File: src/sv/ddsc_pkg.sv
// Shared types, constants and saturating fixed-point helpers of the sweep cell.
// No dependencies; used by the divider, multiplier, top level and testbench.
package ddsc_pkg;

  typedef enum logic [1:0] {
    MODE_LOAD    = 2'd0,
    MODE_REFLECT = 2'd1,
    MODE_RIGHT   = 2'd2,
    MODE_LEFT    = 2'd3
  } mode_e;

  localparam logic [63:0] SMAX = 64'h7FFF_FFFF_FFFF_FFFF;
  localparam logic [63:0] SMIN = 64'h8000_0000_0000_0000;

  localparam int DIV_W  = 96;
  localparam int STEP_W = 7;
  localparam logic [STEP_W-1:0] DIV_STEPS_B   = 7'd66;
  localparam logic [STEP_W-1:0] DIV_STEPS_PSI = 7'd96;

  typedef struct packed {
    logic              start;
    logic [STEP_W-1:0] steps;
    logic [DIV_W-1:0]  dividend;
    logic [63:0]       divisor;
  } div_req_t;

  typedef struct packed {
    logic             done;
    logic [DIV_W-1:0] quotient;
  } div_rsp_t;

  typedef struct packed {
    logic        start;
    logic [63:0] x;
    logic [63:0] y;
  } mul_req_t;

  typedef struct packed {
    logic         done;
    logic [127:0] product;
  } mul_rsp_t;

  function automatic logic [63:0] magn(input logic [63:0] x);
    return x[63] ? (64'd0 - x) : x;
  endfunction

  function automatic logic [63:0] sat_add(input logic [63:0] a, input logic [63:0] b);
    logic [63:0] r;
    r = a + b;
    if ((a[63] == b[63]) && (r[63] != a[63])) begin
      r = a[63] ? SMIN : SMAX;
    end
    return r;
  endfunction

  function automatic logic [63:0] sat_sub(input logic [63:0] a, input logic [63:0] b);
    logic [63:0] r;
    r = a - b;
    if ((a[63] != b[63]) && (r[63] != a[63])) begin
      r = a[63] ? SMIN : SMAX;
    end
    return r;
  endfunction

  function automatic logic [63:0] sat_signed(input logic neg, input logic [95:0] mag);
    logic [63:0] lim;
    logic [63:0] lo;
    lim = neg ? SMIN : SMAX;
    lo  = mag[63:0];
    if ((mag[95:64] != 32'd0) || (lo > lim)) begin
      lo = lim;
    end
    return neg ? (64'd0 - lo) : lo;
  endfunction

endpackage

File: src/sv/ddsc_mul.sv
// 64 by 64 unsigned multiplier built from four 32 by 32 partial products.
// Depends on ddsc_pkg for the request and response structs.
module ddsc_mul (
  input  logic               clk_i,
  input  logic               rst_ni,
  input  ddsc_pkg::mul_req_t req_i,
  output ddsc_pkg::mul_rsp_t rsp_o
);
  import ddsc_pkg::*;

  logic [63:0]  x_q;
  logic [63:0]  y_q;
  logic [63:0]  pp_q;
  logic [1:0]   pp_sh_q;
  logic [127:0] acc_q;
  logic [2:0]   ph_q;
  logic         run_q;
  logic         done_q;
  logic [31:0]  a_sel;
  logic [31:0]  b_sel;
  logic [63:0]  pp_d;
  logic [127:0] pp_ext;

  always_comb begin
    unique case (ph_q[1:0])
      2'd0: begin a_sel = x_q[31:0];  b_sel = y_q[31:0];  end
      2'd1: begin a_sel = x_q[31:0];  b_sel = y_q[63:32]; end
      2'd2: begin a_sel = x_q[63:32]; b_sel = y_q[31:0];  end
      default: begin a_sel = x_q[63:32]; b_sel = y_q[63:32]; end
    endcase
  end

  assign pp_d = a_sel * b_sel;

  always_comb begin
    unique case (pp_sh_q)
      2'd0:    pp_ext = {64'd0, pp_q};
      2'd3:    pp_ext = {pp_q, 64'd0};
      default: pp_ext = {32'd0, pp_q, 32'd0};
    endcase
  end

  always_ff @(posedge clk_i) begin
    if (req_i.start) begin
      x_q   <= req_i.x;
      y_q   <= req_i.y;
      acc_q <= '0;
    end else if (run_q) begin
      if (ph_q != 3'd4) begin
        pp_q    <= pp_d;
        pp_sh_q <= ph_q[1:0];
      end
      if (ph_q != 3'd0) begin
        acc_q <= acc_q + pp_ext;
      end
    end
  end

  always_ff @(posedge clk_i or negedge rst_ni) begin
    if (!rst_ni) begin
      run_q  <= 1'b0;
      ph_q   <= '0;
      done_q <= 1'b0;
    end else begin
      done_q <= !req_i.start && run_q && (ph_q == 3'd4);
      if (req_i.start) begin
        run_q <= 1'b1;
        ph_q  <= '0;
      end else if (run_q) begin
        ph_q <= ph_q + 3'd1;
        if (ph_q == 3'd4) begin
          run_q <= 1'b0;
        end
      end
    end
  end

  assign rsp_o.done    = done_q;
  assign rsp_o.product = acc_q;

endmodule

File: config.mk
export PLATFORM = sky130hd
export DESIGN_NAME = ddsc_mul
export DESIGN_NICKNAME = d
export VERILOG_FILES = /design/src/sv/ddsc_pkg.sv /design/src/sv/ddsc_mul.sv
export SDC_FILE = /design/constraint.sdc
export NUM_CORES = 2
export LEC_CHECK = 0
export BUFFER_PORTS_ARGS = -buffer_cell sky130_fd_sc_hd__buf_2
export CAP_MARGIN = 25
export CORE_MARGIN = 5
export CORE_UTILIZATION = 55
export DETAILED_ROUTE_END_ITERATION = 16
export HOLD_SLACK_MARGIN = 0.08
export PLACE_DENSITY = 0.73
export SETUP_SLACK_MARGIN = 0.05
export SLEW_MARGIN = 20
export SYNTH_ARGS = -nofsm -noshare
export SYNTH_HDL_FRONTEND = slang
export SYNTH_SLANG_ARGS = --single-unit
File: constraint.sdc
create_clock -name clk_i -period 9.95 [get_ports clk_i]
set_clock_uncertainty 0.2 [all_clocks]
set_input_delay 0.4975 -clock clk_i [delete_from_list [all_inputs] [get_ports clk_i]]
set_output_delay 0.4975 -clock clk_i [all_outputs]
set_load 0.005 [all_outputs]
Word-level counts from Yosys, hierarchy flattened
Index checks and enable logic that the tools add are counted.
Word-level totals
  bits of input ports: 131
  bits in registers: 327
  output and inout bits: 129
  word-level logic and storage cells: 36
Cells by class
  bitwise gates (word level): 1
  reduce and logical (&&, ||, !) cells: 11
  $mul: 1
  muxes and demuxes: 8
  add/sub/neg operators: 2
  equality and inequality tests: 5
Operators by type and width (number)
  $pmux W128 S2: 1
  $add A128 B128 Y128: 1
  $mul A32 B32 Y64: 1
  $mux W32: 2
  $mux W3: 2
  $eq A2 B2 Y1 const B: 2
  $logic_not A2 Y1: 2
  $reduce_or A2 Y1: 2
  $add A3 B1 Y3 const B: 1
  $eq A3 B3 Y1 const B: 1
  $mux W1: 3
  $ne A3 B3 Y1 const B: 1
  $reduce_and A3 Y1: 1
  $reduce_bool A3 Y1: 1
  $eq A2 B1 Y1 const B: 1
  $logic_and A1 B1 Y1: 2
  $reduce_and A2 Y1: 1
  $reduce_bool A2 Y1: 1
  $logic_not A1 Y1: 1
  $not A1 Y1: 1

Longest topological paths before layout
  depth in word-level cells: 4
  gate-level depth with buffers: 37
  mapped depth without buffers: 34

Worst setup path after synthesis
OpenSTA, ideal clock, no wires.
  path type: reg-to-reg
  start: register ph_q[0]
  end: register pp_q[57] (data pin)
  slack: 0.333 ns
  arrival time: 9.153 ns
  clock period less this slack: 9.617 ns
  required time: 9.487 ns
  path buffers: 4
  cell stages (with the launch flop): 35
  cell sequence: dfrtp_1 > inv_1 > ha_1 > clkbuf_1 > nor2_1 > clkbuf_1 > mux2i_1 > clkbuf_1 > nor2_1 > fa_1 > fa_1 > inv_1 > fa_1 > fa_1 > inv_1 > fa_1 > fa_1 > fa_1 > inv_1 > fa_1 > inv_1 > ha_1 > clkbuf_1 > nand2_1 > o21ai_0 > a21oi_1 > o21ai_0 > nor2b_1 > a211oi_1 > o211ai_1 > a31oi_1 > a221oi_1 > o21ai_0 > a21oi_1 > xnor2_1
On the way
  cells in the longest elaborated chain, start to end: 4
RTL lines
  start: declaration: RTL line ddsc_mul.sv:16  | logic [2:0] ph_q;
  start signal: assignment: RTL line ddsc_mul.sv:70  | ph_q <= ph_q + 3'd1;
  $eq A2 B1 Y1, or another cell as far along: RTL line ddsc_mul.sv:25  | unique case (ph_q[1:0])
  $reduce_or A2 Y1 (no source line)
  $mux W32: RTL line ddsc_mul.sv:25
  $mul A32 B32 Y64 *: RTL line ddsc_mul.sv:33  | assign pp_d = a_sel * b_sel;
  via pp_d[57]: RTL line ddsc_mul.sv:21  | logic [63:0] pp_d;
  end signal: assignment: RTL line ddsc_mul.sv:50  | pp_q <= pp_d;
  end: declaration: RTL line ddsc_mul.sv:13  | logic [63:0] pp_q;
Mark *: on every way through the listed nets, which the timed path passes. The rest lies on a longest branch.
A chain may end at the register's enable or synchronous reset.

Final worst setup path
Ends and elaborated chain as after synthesis.

==> results.txt <==
The run finished with clean final reports. The run gives 16.2% as the sequential fraction of the synthesis area. Leading area contributor after synthesis: fa_1. In the final layout, the multi-input gates occupy 39500 um2. The total overflow left after global routing is 0. At the worst endpoint, the arrival time is 9.82 ns. In the routed design, unresolved DRC markers number 0.

The startpoint kind of the worst setup timing path was a flip-flop. The launching element of the worst setup path was ph_q[0]. Across every metal layer, demand over resource in global routing totals 35.9%. Relative to the synthesized area, the layout overhead comes to 11.8%. The worst setup path is captured at a flip-flop. The number of buffers between clock root and the deepest sink came out at 3. The number of buffers inserted during clock tree synthesis was 40. The number of failing setup endpoints in the final timing report was 0; the number of clock sinks was 327. During I/O placement, the number of pins put on the boundary was 260.

Most common cell after layout, fill and taps aside: inv_1. The transition time at the pin with the least slew margin was 1.11 ns. The max-slew violation count was 0.

In this design, the stage delay of the slowest critical-path cell is 0.52 ns. Using the TritonRoute via totals, the vias-per-cell ratio works out to 5.96. The hold violation total from the final report is 0, and the peak clock frequency supported by timing is 0.104 GHz. Measured on the finished design, the core utilization comes to 61.9%.

A synthesized cell averages 8.86 um2. The critical path ends at pp_q[57]. Max-cap violations in this run came to 0.

The total area of sequential cells is 8510 um2, and the shortest period the worst path allows is 9.64 ns. The number of cells traversed by the worst register-to-register path was 33. During synthesis, Yosys emitted a total of 0 warnings. The global placer's final weighted congestion was 1.07.

The detailed route wirelength on metal2 was 80.7 mm; the register-to-register path setup slack was 0.31 ns. The width of the die was 319 um. The effective utilization at floorplan came out at 55.3%. In this run the top signal layer used is met4. The row count came out at 113.

The area enclosed by the die boundary was 102000 um2; the worst-path maximum fanout was 30. In the layout the commonest cells are 952 x inv_1, 896 x fa_1, 840 x nand2_1, 658 x nor2_1, 394 x ha_1. Synthesis produced 5928 cells. After routing the design area is 58700 um2. Cells with a size suffix above 1 make up 9.89% of the layout.

The routed metal-1 wire length was 67.2 mm. The maximum number of pins on one net before global-route repair is 88, and the number of antenna violations at the first check in global routing is 0. In the synthesized netlist the async set-or-reset flop fraction comes to 1.53%. In this run the critical register-to-register path is launched from ph_q[0].

Vias after detailed routing: 44800. For this run, the leading register cell type out of synthesis is edfxtp_1. The layout has 8061 filler cells. The via count of the first global-routing pass came out at 46100. The first-pass GRT wire length was 279 mm. In this run the standard cell core region covers 94900 um2. The clock-pin slew of the registers on the worst-case setup and hold paths was 0.06 ns; the number of nets produced by synthesis was 7352. Once placement completed, the tool counted placed cells totaling 7307. Counting stages on the worst path, the most repeated cell is fa_1. The detailed-placement wirelength estimate came out at 146 mm. Kind of path behind the tightest hold check: in2reg. The H-tree was split into 2 levels.

In this run, synthesis produced a sequential element count of 327. TritonCTS built the clock tree. CTS placed an instance of clkbuf_16 at the clock tree root. The worst register-to-register path ends at pp_q[57]. Kind of critical path: reg2reg.

The die boundary height works out to 319 um. STA puts the critical path data required time at 10.14 ns. The final cell count without fillers is 7512.

The routed design uses 22.1 mm of met3 wire. The portion of the clock cycle consumed by the worst path in the final layout came out at 96.9%. The total detailed-routing wirelength is 185 mm. In this run the cell area measured after placement is 55900 um2. The final layout contains 7639 nets. For this design, the slowest cell found on the critical path is fa_1. In this run, distinct cell masters in the synthesized netlist total 85. The tools report the post-synthesis cell area as 52500 um2. The synthesized design contains 194 enable-type register cells.

The detailed router finished its first iteration with 4382 violations. In this run the biggest area consumer among cell types represents 34.2% of the synthesized area. The logs give 0.66 ns for the clock latency on the worst-skew pair and 0 ns for the post-route setup TNS. The tools report the number of routed nets with antenna violations as 0. The detailed-route wire length per cell is 24.6 um, and the total of buffers placed on input and output ports is 259. By area the synthesized netlist is led by fa_1 34%, edfxtp_1 11%, ha_1 9.4%. In this run the tightest slew margin relative to its limit is 26.2%.

Setup repair after global routing could not meet its margin everywhere. The number of detailed-route iterations in the first pass came out at 7.
flip-flops by register name, summed over array words and instances, names as in the netlist:
signal	cells
x_q	64
y_q	64
done_q	1
ph_q	3
acc_q	128
pp_q	64
pp_sh_q	2
run_q	1
critical path: cells and delay by family, from the launching register on:
kind,cells,cell delay (ns)
buffers and inverters,9,1.05
multiplexers,1,0.51
AND/OR/NAND/NOR,3,0.53
flip-flops,1,0.44
AO/OA/AOI/OAI,9,1.97
XOR/XNOR,1,0.10
adder cells (fa/ha/maj),10,4.53
layer usage:
metal  vias up  GRT usage [%]
met5         -              0
met4         0           20.4
met3       697           10.7
met2      2735           55.6
met1     21900           45.2
li1      19500              -
timing repair:
action,CTS,global route
hold buffers,130,0
setup endpoints to repair,0,14
buffers inserted,0,1
gates resized for setup,0,21
endpoints found under the hold margin,133,0
kinds of logic after synthesis:
logic type | after synthesis | synth area share (%)
adders and majority gates | 1293 | 43.6
AOI/OAI and AO/OA | 916 | 11.0
xor gates and xnor gates | 179 | 2.99
muxes | 127 | 2.58
DFF | 327 | 16.2
and+or+nand+nor | 1833 | 14.6
buffers and inverters | 1253 | 8.98
final cells by class:
type | instances | share of cell area (%)
Inverter | 953 | 6.10
Clock inverter | 22 | 0.471
Timing Repair Buffer | 545 | 6.99
Sequential cell | 327 | 14.5
Clock buffer | 51 | 1.89
Tap cell | 1265 | 2.70
Multi-Input combinational cell | 4348 | 67.3
Antenna cell | 1 | 0.00426
cell usage after synthesis, types with 66 or more instances:
| master | n |
|---|---|
| o21ai_0 | 149 |
| a21oi_1 | 335 |
| ha_1 | 396 |
| xnor2_1 | 109 |
| nor2_1 | 661 |
| and2_1 | 80 |
| nand2_1 | 840 |
| a22o_1 | 66 |
| edfxtp_1 | 194 |
| inv_1 | 952 |
| clkbuf_1 | 286 |
| dfxtp_1 | 128 |
| a21o_1 | 109 |
| fa_1 | 897 |
| xor2_1 | 70 |
| nand4_1 | 72 |
per-stage QoR:
stage	setup WS [ns]	hold WS [ns]
6_report	0.313	0.253
4_1_cts	0.0864	0.227
2_1_floorplan	0.333	0.00191
3_5_place_dp	0.109	0.157
3_3_place_gp	0.337	0.157
5_1_grt	0.0190	0.268
how the worst min path moves through the flow:
stage	startpoint	end	slack, ns	cells past startpoint
finish	req_i[128]	x_q[8]	0.25	1
global route	req_i[128]	x_q[39]	0.27	1
CTS	req_i[128]	ph_q[2]	0.23	2
detailed placement	rst_ni	done_q	0.16	1
global placement	rst_ni	done_q	0.16	1
floorplan	rst_ni	done_q	0.002	0
Power is left out: the tool's default activity adds up to more than one toggle a clock period on the data nets, which glitch-free logic cannot reach.
